## src/rtl/core/birle_pkg.sv

```systemverilog
package birle_pkg;

  localparam int MaxPattern   = 16;
  localparam int MaxLineBytes = 512;
  localparam int MaxLines     = 4096;

  // A pattern unit never exceeds sixteen bytes, the most descriptors one byte may cause.
  localparam int PatCap  = (MaxPattern < 16) ? MaxPattern : 16;
  localparam int PatIdxW = (PatCap > 1) ? $clog2(PatCap) : 1;

  // The line counter must hold the last line plus the largest repeat.
  localparam int LineRawW = $clog2(MaxLines + 256);
  localparam int LineW    = (LineRawW > 13) ? LineRawW : 13;
  localparam int LbW      = $clog2(MaxLineBytes + 1);
  localparam int ColW     = 16;
  localparam int SpanW    = 13;
  localparam int FifoCntW = 2;

  localparam logic [1:0] REG_WIDTH_PIXELS   = 2'd0;
  localparam logic [1:0] REG_LINE_COUNT     = 2'd1;
  localparam logic [1:0] REG_PATTERN_LENGTH = 2'd2;

  typedef enum logic [2:0] {
    DESC_NONE,
    DESC_SOLID,
    DESC_LITERAL,
    DESC_PATTERN,
    DESC_NULL
  } desc_sel_t;

  typedef enum logic [1:0] {
    INC_NONE,
    INC_SOLID,
    INC_ONE,
    INC_SPAN
  } col_inc_t;

  typedef struct packed {
    desc_sel_t desc;
    col_inc_t  inc;
    logic      complete;
    logic      set_rep;
    logic      load_run;
    logic      load_lit;
    logic      store_pat;
    logic      dec_pend;
    logic      emit_step;
    logic      last;
  } cmd_t;

  typedef struct packed {
    logic active;
    logic byte_zero;
    logic byte_80;
    logic unit_zero;
    logic pend_one;
    logic emit_last;
    logic space;
  } status_t;

  typedef struct packed {
    logic [11:0] line_index;
    logic [7:0]  line_repeat;
    logic [9:0]  column;
    logic [4:0]  stride;
    logic [7:0]  write_count;
    logic [7:0]  data_byte;
    logic        last;
    logic        image_done;
  } desc_t;

endpackage

```

## src/rtl/core/birle_in_if.sv

```systemverilog
interface birle_in_if;
  logic       valid;
  logic       ready;
  logic [7:0] in_byte;

  modport source (output valid, output in_byte, input ready);
  modport sink (input valid, input in_byte, output ready);
endinterface

```

## src/rtl/core/birle_out_if.sv

```systemverilog
interface birle_out_if;
  logic        valid;
  logic        ready;
  logic [11:0] line_index;
  logic [7:0]  line_repeat;
  logic [9:0]  column;
  logic [4:0]  stride;
  logic [7:0]  write_count;
  logic [7:0]  data_byte;
  logic        last;
  logic        image_done;

  modport source (
    output valid, output line_index, output line_repeat, output column, output stride,
    output write_count, output data_byte, output last, output image_done, input ready
  );
  modport sink (
    input valid, input line_index, input line_repeat, input column, input stride,
    input write_count, input data_byte, input last, input image_done, output ready
  );
endinterface

```

## src/rtl/core/bitmap_image_rle_decoder.sv

```systemverilog
// Run-length bitmap body decoder. Body bytes enter on the body channel, one word per
// byte, and leave as write descriptors on the descriptor channel: solid runs, literal
// bytes and pattern runs each become descriptors, and vertical repeats set the line
// repeat of the next line. After the last byte of a pattern run the controller steps
// the pattern store (up to sixteen bytes) out into descriptors, one per pattern byte;
// the body channel is held off then. Descriptors wait in a two-word output queue, so
// the body channel keeps flowing while one word is still unread; body ready drops when
// the queue holds two words. Once the configured line count is reached the decoder
// takes and drops further bytes until reset. Write the configuration registers only
// between images or bytes while nothing is outstanding.
module bitmap_image_rle_decoder
  import birle_pkg::*;
(
  input  logic               clk,
  input  logic               rst,
  input  logic               cfg_write,
  input  logic [1:0]         cfg_index,
  input  logic [12:0]        cfg_data,
  birle_in_if.sink           body,
  birle_out_if.source        descriptor
);

  cmd_t    cmd;
  status_t status;
  desc_t   out_desc;

  birle_ctrl u_ctrl (
    .clk      (clk),
    .rst      (rst),
    .in_valid (body.valid),
    .in_ready (body.ready),
    .status   (status),
    .cmd      (cmd)
  );

  birle_dpath u_dpath (
    .clk       (clk),
    .rst       (rst),
    .cfg_write (cfg_write),
    .cfg_index (cfg_index),
    .cfg_data  (cfg_data),
    .in_byte   (body.in_byte),
    .cmd       (cmd),
    .status    (status),
    .out_valid (descriptor.valid),
    .out_ready (descriptor.ready),
    .out_desc  (out_desc)
  );

  assign descriptor.line_index  = out_desc.line_index;
  assign descriptor.line_repeat = out_desc.line_repeat;
  assign descriptor.column      = out_desc.column;
  assign descriptor.stride      = out_desc.stride;
  assign descriptor.write_count = out_desc.write_count;
  assign descriptor.data_byte   = out_desc.data_byte;
  assign descriptor.last        = out_desc.last;
  assign descriptor.image_done  = out_desc.image_done;

endmodule

```

## src/rtl/core/birle_dpath.sv

```systemverilog
module birle_dpath
  import birle_pkg::*;
(
  input  logic        clk,
  input  logic        rst,
  input  logic        cfg_write,
  input  logic [1:0]  cfg_index,
  input  logic [12:0] cfg_data,
  input  logic [7:0]  in_byte,
  input  cmd_t        cmd,
  output status_t     status,
  output logic        out_valid,
  input  logic        out_ready,
  output desc_t       out_desc
);

  logic [12:0]        width_pixels;
  logic [12:0]        line_count;
  logic [4:0]         pattern_length;

  logic [7:0]         run_count;
  logic [SpanW-1:0]   span;
  logic [4:0]         unit;
  logic [7:0]         bytes_pending;
  logic [PatIdxW-1:0] wr_idx;
  logic [PatIdxW-1:0] emit_idx;
  logic [7:0]         pattern_store [PatCap];
  logic [ColW-1:0]    byte_column;
  logic [LineW-1:0]   current_line;
  logic [7:0]         vertical_repeat;
  logic               finished;

  desc_t              fifo_q [2];
  logic               wr_ptr;
  logic               rd_ptr;
  logic [FifoCntW-1:0] fifo_cnt;

  logic [4:0]         pat_eff;
  logic [13:0]        width_sum;
  logic [LbW-1:0]     lb_raw;
  logic [LbW-1:0]     line_bytes;
  logic [LineW-1:0]   eff_lines;
  logic [SpanW-1:0]   inc_val;
  logic [ColW:0]      col_sum;
  logic [ColW-1:0]    col_after;
  logic [7:0]         rep_eff;
  logic [LineW-1:0]   line_adv;
  logic               advance;
  logic               done;
  logic [ColW:0]      pat_col;
  desc_t              desc_new;
  logic               push;
  logic               pop;

  function automatic logic [9:0] sat_col(input logic [ColW:0] c);
    sat_col = (c > (ColW+1)'(1023)) ? 10'd1023 : c[9:0];
  endfunction

  assign pat_eff    = (pattern_length > 5'(PatCap)) ? 5'(PatCap) : pattern_length;
  assign width_sum  = {1'b0, width_pixels} + 14'd7;
  assign lb_raw     = LbW'(width_sum[13:3]);
  assign line_bytes = (width_sum[13:3] > 11'(MaxLineBytes)) ? LbW'(MaxLineBytes) : lb_raw;
  assign eff_lines  = (LineW'(line_count) > LineW'(MaxLines)) ? LineW'(MaxLines)
                                                               : LineW'(line_count);

  always_comb begin
    case (cmd.inc)
      INC_SOLID: inc_val = SpanW'(in_byte[6:0]);
      INC_ONE:   inc_val = SpanW'(1);
      INC_SPAN:  inc_val = span;
      default:   inc_val = '0;
    endcase
  end

  // The column saturates rather than wraps so that a long run past the line end stays past it.
  assign col_sum   = {1'b0, byte_column} + (ColW+1)'(inc_val);
  assign col_after = col_sum[ColW] ? {ColW{1'b1}} : col_sum[ColW-1:0];
  assign rep_eff   = cmd.set_rep ? in_byte : vertical_repeat;
  assign line_adv  = current_line + LineW'(rep_eff);
  assign advance   = cmd.complete && (col_after >= ColW'(line_bytes));
  assign done      = advance && (line_adv >= eff_lines);
  assign pat_col   = {1'b0, byte_column} + (ColW+1)'(emit_idx);

  always_comb begin
    desc_new.line_index  = current_line[11:0];
    desc_new.line_repeat = vertical_repeat;
    desc_new.column      = sat_col({1'b0, byte_column});
    desc_new.stride      = 5'd1;
    desc_new.write_count = 8'd1;
    desc_new.data_byte   = in_byte;
    desc_new.last        = cmd.last;
    desc_new.image_done  = done;
    push                 = 1'b0;
    case (cmd.desc)
      DESC_SOLID: begin
        desc_new.write_count = {1'b0, in_byte[6:0]};
        desc_new.data_byte   = in_byte[7] ? 8'hFF : 8'h00;
        push                 = 1'b1;
      end
      DESC_LITERAL: begin
        push = 1'b1;
      end
      DESC_PATTERN: begin
        desc_new.column      = sat_col(pat_col);
        desc_new.stride      = unit;
        desc_new.write_count = run_count;
        desc_new.data_byte   = pattern_store[emit_idx];
        push                 = 1'b1;
      end
      DESC_NULL: begin
        // Only an opcode that finishes the image without a write leaves a word.
        desc_new.line_index  = line_adv[11:0];
        desc_new.line_repeat = 8'd0;
        desc_new.column      = 10'd0;
        desc_new.data_byte   = 8'd0;
        desc_new.last        = 1'b1;
        push                 = done;
      end
      default: begin
        push = 1'b0;
      end
    endcase
  end

  assign pop       = out_valid && out_ready;
  assign out_valid = (fifo_cnt != '0);
  assign out_desc  = fifo_q[rd_ptr];

  assign status.active    = !finished && (current_line < eff_lines);
  assign status.byte_zero = (in_byte == 8'h00);
  assign status.byte_80   = (in_byte == 8'h80);
  assign status.unit_zero = (pat_eff == 5'd0);
  assign status.pend_one  = (bytes_pending == 8'd1);
  assign status.emit_last = (5'(emit_idx) == unit - 5'd1);
  assign status.space     = (fifo_cnt < FifoCntW'(2));

  always_ff @(posedge clk) begin
    if (rst) begin
      width_pixels    <= 13'd640;
      line_count      <= 13'd400;
      pattern_length  <= 5'd2;
      bytes_pending   <= '0;
      wr_idx          <= '0;
      emit_idx        <= '0;
      byte_column     <= '0;
      current_line    <= '0;
      vertical_repeat <= 8'd1;
      finished        <= 1'b0;
    end else begin
      if (cfg_write) begin
        case (cfg_index)
          REG_WIDTH_PIXELS:   width_pixels   <= cfg_data;
          REG_LINE_COUNT:     line_count     <= cfg_data;
          REG_PATTERN_LENGTH: pattern_length <= cfg_data[4:0];
          default:            ;
        endcase
      end
      if (cmd.load_run) begin
        bytes_pending <= {3'b000, pat_eff};
        wr_idx        <= '0;
        emit_idx      <= '0;
      end
      if (cmd.load_lit) begin
        bytes_pending <= in_byte;
      end
      if (cmd.store_pat) begin
        wr_idx <= wr_idx + PatIdxW'(1);
      end
      if (cmd.store_pat || cmd.dec_pend) begin
        bytes_pending <= bytes_pending - 8'd1;
      end
      if (cmd.emit_step) begin
        emit_idx <= emit_idx + PatIdxW'(1);
      end
      if (cmd.set_rep) begin
        vertical_repeat <= in_byte;
      end
      if (advance) begin
        byte_column     <= '0;
        current_line    <= line_adv;
        vertical_repeat <= 8'd1;
        if (line_adv >= eff_lines) begin
          finished <= 1'b1;
        end
      end else if (cmd.inc != INC_NONE) begin
        byte_column <= col_after;
      end
    end
  end

  always_ff @(posedge clk) begin
    if (cmd.load_run) begin
      run_count <= in_byte;
      unit      <= pat_eff;
      span      <= SpanW'(in_byte) * SpanW'(pat_eff);
    end
    if (cmd.store_pat) begin
      pattern_store[wr_idx] <= in_byte;
    end
    if (push) begin
      fifo_q[wr_ptr] <= desc_new;
    end
  end

  always_ff @(posedge clk) begin
    if (rst) begin
      wr_ptr   <= 1'b0;
      rd_ptr   <= 1'b0;
      fifo_cnt <= '0;
    end else begin
      if (push) begin
        wr_ptr <= !wr_ptr;
      end
      if (pop) begin
        rd_ptr <= !rd_ptr;
      end
      case ({push, pop})
        2'b10:   fifo_cnt <= fifo_cnt + FifoCntW'(1);
        2'b01:   fifo_cnt <= fifo_cnt - FifoCntW'(1);
        default: fifo_cnt <= fifo_cnt;
      endcase
    end
  end

endmodule

```

## src/rtl/core/birle_ctrl.sv

```systemverilog
module birle_ctrl
  import birle_pkg::*;
(
  input  logic    clk,
  input  logic    rst,
  input  logic    in_valid,
  output logic    in_ready,
  input  status_t status,
  output cmd_t    cmd
);

  typedef enum logic [2:0] {
    S_OPCODE,
    S_ZERO2,
    S_VSKIP,
    S_VCOUNT,
    S_PBYTES,
    S_LCOUNT,
    S_LBYTES,
    S_PEMIT
  } state_t;

  state_t state;
  state_t state_next;
  logic   take;

  assign in_ready = (state != S_PEMIT) && status.space;
  assign take     = in_valid && in_ready && status.active;

  always_comb begin
    cmd        = '0;
    state_next = state;
    case (state)
      S_OPCODE: begin
        if (take) begin
          if (status.byte_zero) begin
            state_next = S_ZERO2;
          end else if (status.byte_80) begin
            state_next = S_LCOUNT;
          end else begin
            cmd.desc     = DESC_SOLID;
            cmd.inc      = INC_SOLID;
            cmd.complete = 1'b1;
            cmd.last     = 1'b1;
          end
        end
      end
      S_ZERO2: begin
        if (take) begin
          if (status.byte_zero) begin
            state_next = S_VSKIP;
          end else if (status.unit_zero) begin
            cmd.desc     = DESC_NULL;
            cmd.complete = 1'b1;
            state_next   = S_OPCODE;
          end else begin
            cmd.load_run = 1'b1;
            state_next   = S_PBYTES;
          end
        end
      end
      S_VSKIP: begin
        if (take) begin
          state_next = S_VCOUNT;
        end
      end
      S_VCOUNT: begin
        if (take) begin
          cmd.set_rep  = 1'b1;
          cmd.desc     = DESC_NULL;
          cmd.complete = 1'b1;
          state_next   = S_OPCODE;
        end
      end
      S_PBYTES: begin
        if (take) begin
          cmd.store_pat = 1'b1;
          if (status.pend_one) begin
            state_next = S_PEMIT;
          end
        end
      end
      S_LCOUNT: begin
        if (take) begin
          if (status.byte_zero) begin
            cmd.desc     = DESC_NULL;
            cmd.complete = 1'b1;
            state_next   = S_OPCODE;
          end else begin
            cmd.load_lit = 1'b1;
            state_next   = S_LBYTES;
          end
        end
      end
      S_LBYTES: begin
        if (take) begin
          cmd.desc     = DESC_LITERAL;
          cmd.inc      = INC_ONE;
          cmd.dec_pend = 1'b1;
          cmd.last     = 1'b1;
          if (status.pend_one) begin
            cmd.complete = 1'b1;
            state_next   = S_OPCODE;
          end
        end
      end
      S_PEMIT: begin
        // One pattern word leaves per cycle while the output queue has space; the column moves only with the last one.
        if (status.space) begin
          cmd.desc      = DESC_PATTERN;
          cmd.emit_step = 1'b1;
          if (status.emit_last) begin
            cmd.inc      = INC_SPAN;
            cmd.complete = 1'b1;
            cmd.last     = 1'b1;
            state_next   = S_OPCODE;
          end
        end
      end
      default: begin
        state_next = S_OPCODE;
      end
    endcase
  end

  always_ff @(posedge clk) begin
    if (rst) begin
      state <= S_OPCODE;
    end else begin
      state <= state_next;
    end
  end

endmodule

```

## src/flat_wrapper.sv

```systemverilog
// flat-port wrapper written by rule: the top's interface ports become plain ports
module bitmap_image_rle_decoder_flat import birle_pkg::*;
  (clk, rst, cfg_write, cfg_index, cfg_data, body_valid, body_in_byte, body_ready, descriptor_valid, descriptor_line_index, descriptor_line_repeat, descriptor_column, descriptor_stride, descriptor_write_count, descriptor_data_byte, descriptor_last, descriptor_image_done, descriptor_ready);
  birle_in_if body_i ();
  birle_out_if descriptor_i ();
  input  logic clk;
  input  logic rst;
  input  logic cfg_write;
  input  logic [1:0] cfg_index;
  input  logic [12:0] cfg_data;
  input wire logic [$bits(body_i.valid)-1:0] body_valid;
  input wire logic [$bits(body_i.in_byte)-1:0] body_in_byte;
  output wire logic [$bits(body_i.ready)-1:0] body_ready;
  output wire logic [$bits(descriptor_i.valid)-1:0] descriptor_valid;
  output wire logic [$bits(descriptor_i.line_index)-1:0] descriptor_line_index;
  output wire logic [$bits(descriptor_i.line_repeat)-1:0] descriptor_line_repeat;
  output wire logic [$bits(descriptor_i.column)-1:0] descriptor_column;
  output wire logic [$bits(descriptor_i.stride)-1:0] descriptor_stride;
  output wire logic [$bits(descriptor_i.write_count)-1:0] descriptor_write_count;
  output wire logic [$bits(descriptor_i.data_byte)-1:0] descriptor_data_byte;
  output wire logic [$bits(descriptor_i.last)-1:0] descriptor_last;
  output wire logic [$bits(descriptor_i.image_done)-1:0] descriptor_image_done;
  input wire logic [$bits(descriptor_i.ready)-1:0] descriptor_ready;
  assign body_i.valid = body_valid;
  assign body_i.in_byte = body_in_byte;
  assign body_ready = body_i.ready;
  assign descriptor_valid = descriptor_i.valid;
  assign descriptor_line_index = descriptor_i.line_index;
  assign descriptor_line_repeat = descriptor_i.line_repeat;
  assign descriptor_column = descriptor_i.column;
  assign descriptor_stride = descriptor_i.stride;
  assign descriptor_write_count = descriptor_i.write_count;
  assign descriptor_data_byte = descriptor_i.data_byte;
  assign descriptor_last = descriptor_i.last;
  assign descriptor_image_done = descriptor_i.image_done;
  assign descriptor_i.ready = descriptor_ready;
  bitmap_image_rle_decoder u_core (.clk(clk), .rst(rst), .cfg_write(cfg_write), .cfg_index(cfg_index), .cfg_data(cfg_data), .body(body_i), .descriptor(descriptor_i));
endmodule
```

## config.mk

```make
export PLATFORM = sky130hd
export DESIGN_NAME = bitmap_image_rle_decoder_flat
export DESIGN_NICKNAME = d
export VERILOG_FILES = /design/src/rtl/core/birle_pkg.sv /design/src/rtl/core/birle_in_if.sv /design/src/rtl/core/birle_out_if.sv /design/src/rtl/core/bitmap_image_rle_decoder.sv /design/src/rtl/core/birle_dpath.sv /design/src/rtl/core/birle_ctrl.sv /design/src/flat_wrapper.sv
export SDC_FILE = /design/constraint.sdc
export NUM_CORES = 1
export LEC_CHECK = 0
export ABC_AREA = 1
export BUFFER_PORTS_ARGS = -buffer_cell sky130_fd_sc_hd__buf_2
export CAP_MARGIN = 20
export CORE_ASPECT_RATIO = 1.1
export CORE_MARGIN = 2
export CORE_UTILIZATION = 45
export CTS_CLUSTER_SIZE = 14
export DETAILED_ROUTE_END_ITERATION = 10
export PLACE_DENSITY = 0.68
export SLEW_MARGIN = 20
export SYNTH_ARGS = -nofsm -noshare
export SYNTH_HDL_FRONTEND = slang
export SYNTH_SLANG_ARGS = --single-unit
```

## constraint.sdc

```tcl
create_clock -name clk -period 11.22 [get_ports clk]
set_clock_uncertainty 0.05 [all_clocks]
set_input_delay 2.244 -clock clk [delete_from_list [all_inputs] [get_ports clk]]
set_output_delay 2.244 -clock clk [all_outputs]
set_load 0.005 [all_outputs]
```

==> impl_metrics.csv <==
group,metric,value,unit
placed_design,place_congestion,0.925,
critical_path,crit_slowest_cell,"o311ai_0",
critical_path,worstSetupPathType,"in -> reg",
synth,syn_avg_cell_area,9.71,um2
floorplanning,dieArea,0.0431,mm2
cells_and_area,syn_to_final_growth,11.6,%
detailed_routing,wl_per_cell,17.4,um
detailed_routing,m1WireLength,19600,um
detailed_routing,wl_met3,2740,um
global_routing,grt_max_degree,80,
pwr,power.total,3.97,mW
placed_design,dp_cells,2519,
detailed_routing,drc,0,
floorplanning,core_area,0.0411,mm2
pwr,vdd_drop_max,0.136,mV
floorplanning,start_util,0.455,
timing,relSlewSlack,0.385,
global_routing,grt_use_total,0.210,
pwr,leakage,8.64,nW
cells_and_area,layout_common_cells,"354 x nand2_1, 260 x edfxtp_1, 230 x inv_1",
synth,synth_seq_area_share,0.522,
global_routing,grt-ovfl-total,0,
floorplanning,ioPinCount,83,
timing,setup_viol,0,
detailed_routing,dr_total_vias,13662,
detailed_routing,wl,45000,um
synth,syn_nets,2063,
floorplanning,row_count,78,
cells_and_area,layout.nets,2138,
critical_path,worstPathRequired,11.38,ns
detailed_routing,viasPerCell,5.28,
clock_tree,cts_tree,"done",
clock_tree,cts.hold.buffers_added,0,
detailed_routing,route.met2.wl,21300,um
cells_and_area,utilization,0.507,
cells_and_area,finalNonFillerCells,2589,
synth,synth_top_family_by_area,"simple AND/OR/NAND/NOR gates",
clock_tree,post-cts-setup-buffer-count,0,
flow_run,drv_cap,0,
synth,synth.distinct_cells,61,
pwr,powerDensity,190,mW/mm2
clock_tree,cts-resized-gates,0,
cells_and_area,fill_cells,3689,
floorplanning,die_y,218,um
min_path,hold_path_class,"reg -> reg",
synth,synth_mux_area_frac,0.0496,
clock_tree,clk-insertion-delay-late,0.57,ns
timing,rsz0062_at_grt,"false",
timing,hold_viol,0,
status,status,"complete, no violations",
synth,ys_ff_latch,357,
synth,synthXorXnorAreaFrac,0.0244,
timing,fmax,122,MHz
clock_tree,clock_path_buffers,3,
synth,syn_inst,1924,
timing,setup_tns,0,ns
cells_and_area,final_layout_size_suffix_gt1_frac,0.137,
cells_and_area,final_common_cell,"nand2_1",
clock_tree,htree_levels,2,
global_routing,grt_pass1_wl,70800,um
detailed_routing,dr.max_layer_used,"met5",
timing,worst_slew_pin_slew,0.916,ns
timing,period_share,0.730,
synth,syn_area,0.0187,mm2
placed_design,io_buffers,82,
synth,synth_compound_area_frac,0.105,
synth,synthFlopType,"edfxtp_1",
timing,slew_viol_final,0,
critical_path,critPathLaunchType,"input pin",
synth,synth-edff-count,260,
critical_path,cp_max_fo,20,
synth,synth_top_cell_by_area,"edfxtp_1",
floorplanning,fp.dieW,198,um
detailed_routing,ant_nets,0,
critical_path,critical_path.max_stage_delay,0.64,ns
synth,ys_top_cells_by_area,"edfxtp_1 42%, dfxtp_1 10%, nand2_1 7.1%",
detailed_routing,drt_first_iter_violations,888,
critical_path,arrival,8.35,ns
placed_design,post-dp-hpwl,32300,um
synth,synth-simple-area-share,0.152,
clock_tree,cts_made_buffers,37,
global_routing,grt_antenna_before_repair,1,
synth,synth-async-reset-ratio,0,
global_routing,grt_pass1_vias,13225,
timing,period_needed,8.19,ns
clock_tree,clock_tree.root_cell,"clkbuf_16",
detailed_routing,dr.pass1.iters,7,
synth,synth_adder_area_share,0.0828,
synth,yosysTopAreaCellShare,0.418,
synth,ys_warn_count,0,
critical_path,end_kind,"flip-flop",
critical_path,crit_top_cell,"inv_1",
clock_tree,clk_pin_slew,0.06,ns
clock_tree,clock_sinks,357,
[path summary, 6_finish.rpt]
kind	startpoint	end	slack (ns)	depth (start not counted)
max reg2reg	u_core.u_dpath.line_count[9]	u_core.u_dpath.fifo_q[0][18]	3.22	33
min	u_core.u_dpath.finished	u_core.u_dpath.finished	0.42	2
min reg2reg	u_core.u_dpath.finished	u_core.u_dpath.finished	0.42	2
max	body_valid	u_core.u_dpath.fifo_q[0][18]	3.03	27
[synth_stat cells, drive strengths merged (3+ instances only)]
library cell / count
nand2: 362
edfxtp: 260
inv: 242
nor2: 168
o21ai: 154
a21oi: 139
dfxtp: 97
ha: 90
nand3: 70
mux2: 60
xor2: 40
clkbuf: 38
mux2i: 25
buf: 23
fa: 21
a31oi: 20
nand4: 17
nor3: 15
xnor2: 12
nor4: 11
and3: 8
o22ai: 8
or2: 7
a21o: 6
a211oi: 4
o31ai: 4
a21boi: 3
nand3b: 3
o211ai: 3
[power breakdown]
| group | total, mW | switching, mW | internal, mW | leakage (nW) |
|---|---|---|---|---|
| Clock | 1.19 | 0.526 | 0.667 | 0.570 |
| Sequential | 1.74 | 0.0805 | 1.66 | 3.17 |
| Combinational | 1.04 | 0.641 | 0.395 | 4.90 |
| Total | 3.97 | 1.25 | 2.72 | 8.64 |
[worst max-delay path: cells and delay by family]
kind | cells | cell delay, ns
and+or+nand+nor | 12 | 2.28
AOI/OAI and AO/OA | 5 | 1.83
buffers and inverters | 7 | 0.95
adders and majority gates | 2 | 0.77
xor gates and xnor gates | 1 | 0.27
[sequential cells by signal, summed over array words and instances (netlist names), named ones only]
| register | flops |
|---|---|
| u_core.u_dpath.fifo_q | 106 |
| u_core.u_dpath.pattern_store | 128 |
| u_core.u_dpath.byte_column | 16 |
| u_core.u_dpath.finished | 1 |
| u_core.u_dpath.line_count | 13 |
| u_core.u_dpath.emit_idx | 4 |
| u_core.u_dpath.wr_idx | 4 |
| u_core.u_ctrl.state | 3 |
| u_core.u_dpath.width_pixels | 13 |
| u_core.u_dpath.current_line | 13 |
| u_core.u_dpath.unit | 5 |
| u_core.u_dpath.wr_ptr | 1 |
| u_core.u_dpath.pattern_length | 5 |
| u_core.u_dpath.vertical_repeat | 8 |
| u_core.u_dpath.bytes_pending | 8 |
| u_core.u_dpath.fifo_cnt | 2 |
| u_core.u_dpath.span | 13 |
| u_core.u_dpath.rd_ptr | 1 |
| u_core.u_dpath.run_count | 8 |
[metrics by stage]
stage          cell area [um2]  setup WS, ns  hold WS (ns)
6_report                 20800          3.03         0.420
5_1_grt                  20800          2.42         0.451
4_1_cts                  20800          2.73         0.422
3_5_place_dp             19600          2.19         0.411
3_3_place_gp             19600          2.37         0.383
2_1_floorplan            18700          2.20         0.376
[logic make-up (layout without fill, tap and decap cells)]
| group | Yosys count | after routing |
|---|---|---|
| AND/OR/NAND/NOR | 664 | 664 |
| other | 0 | 1 |
| multiplexers | 85 | 85 |
| buffers and inverters | 305 | 409 |
| adder cells (fa/ha/maj) | 111 | 111 |
| XOR/XNOR | 52 | 52 |
| AO/OA/AOI/OAI | 350 | 350 |
| flip-flops | 357 | 357 |
[routing by layer]
layer	GRT usage	vias up
met5	0	-
met4	0.0742	2
met3	0.0394	101
met2	0.347	391
met1	0.275	6470
li1	-	6698
[area by class of cell]
type                            instances  area [um2]  area share
Clock buffer                           47         963      0.0462
Timing Repair Buffer                   97         543      0.0260
Inverter                              244         918      0.0440
Tap cell                              560         701      0.0336
Multi-Input combinational cell       1262        7760       0.372
Antenna cell                            1        2.50    0.000120
Sequential cell                       357        9750       0.468
Clock inverter                         21         210      0.0101
No activity file was read; power rests on OpenSTA's default activity.
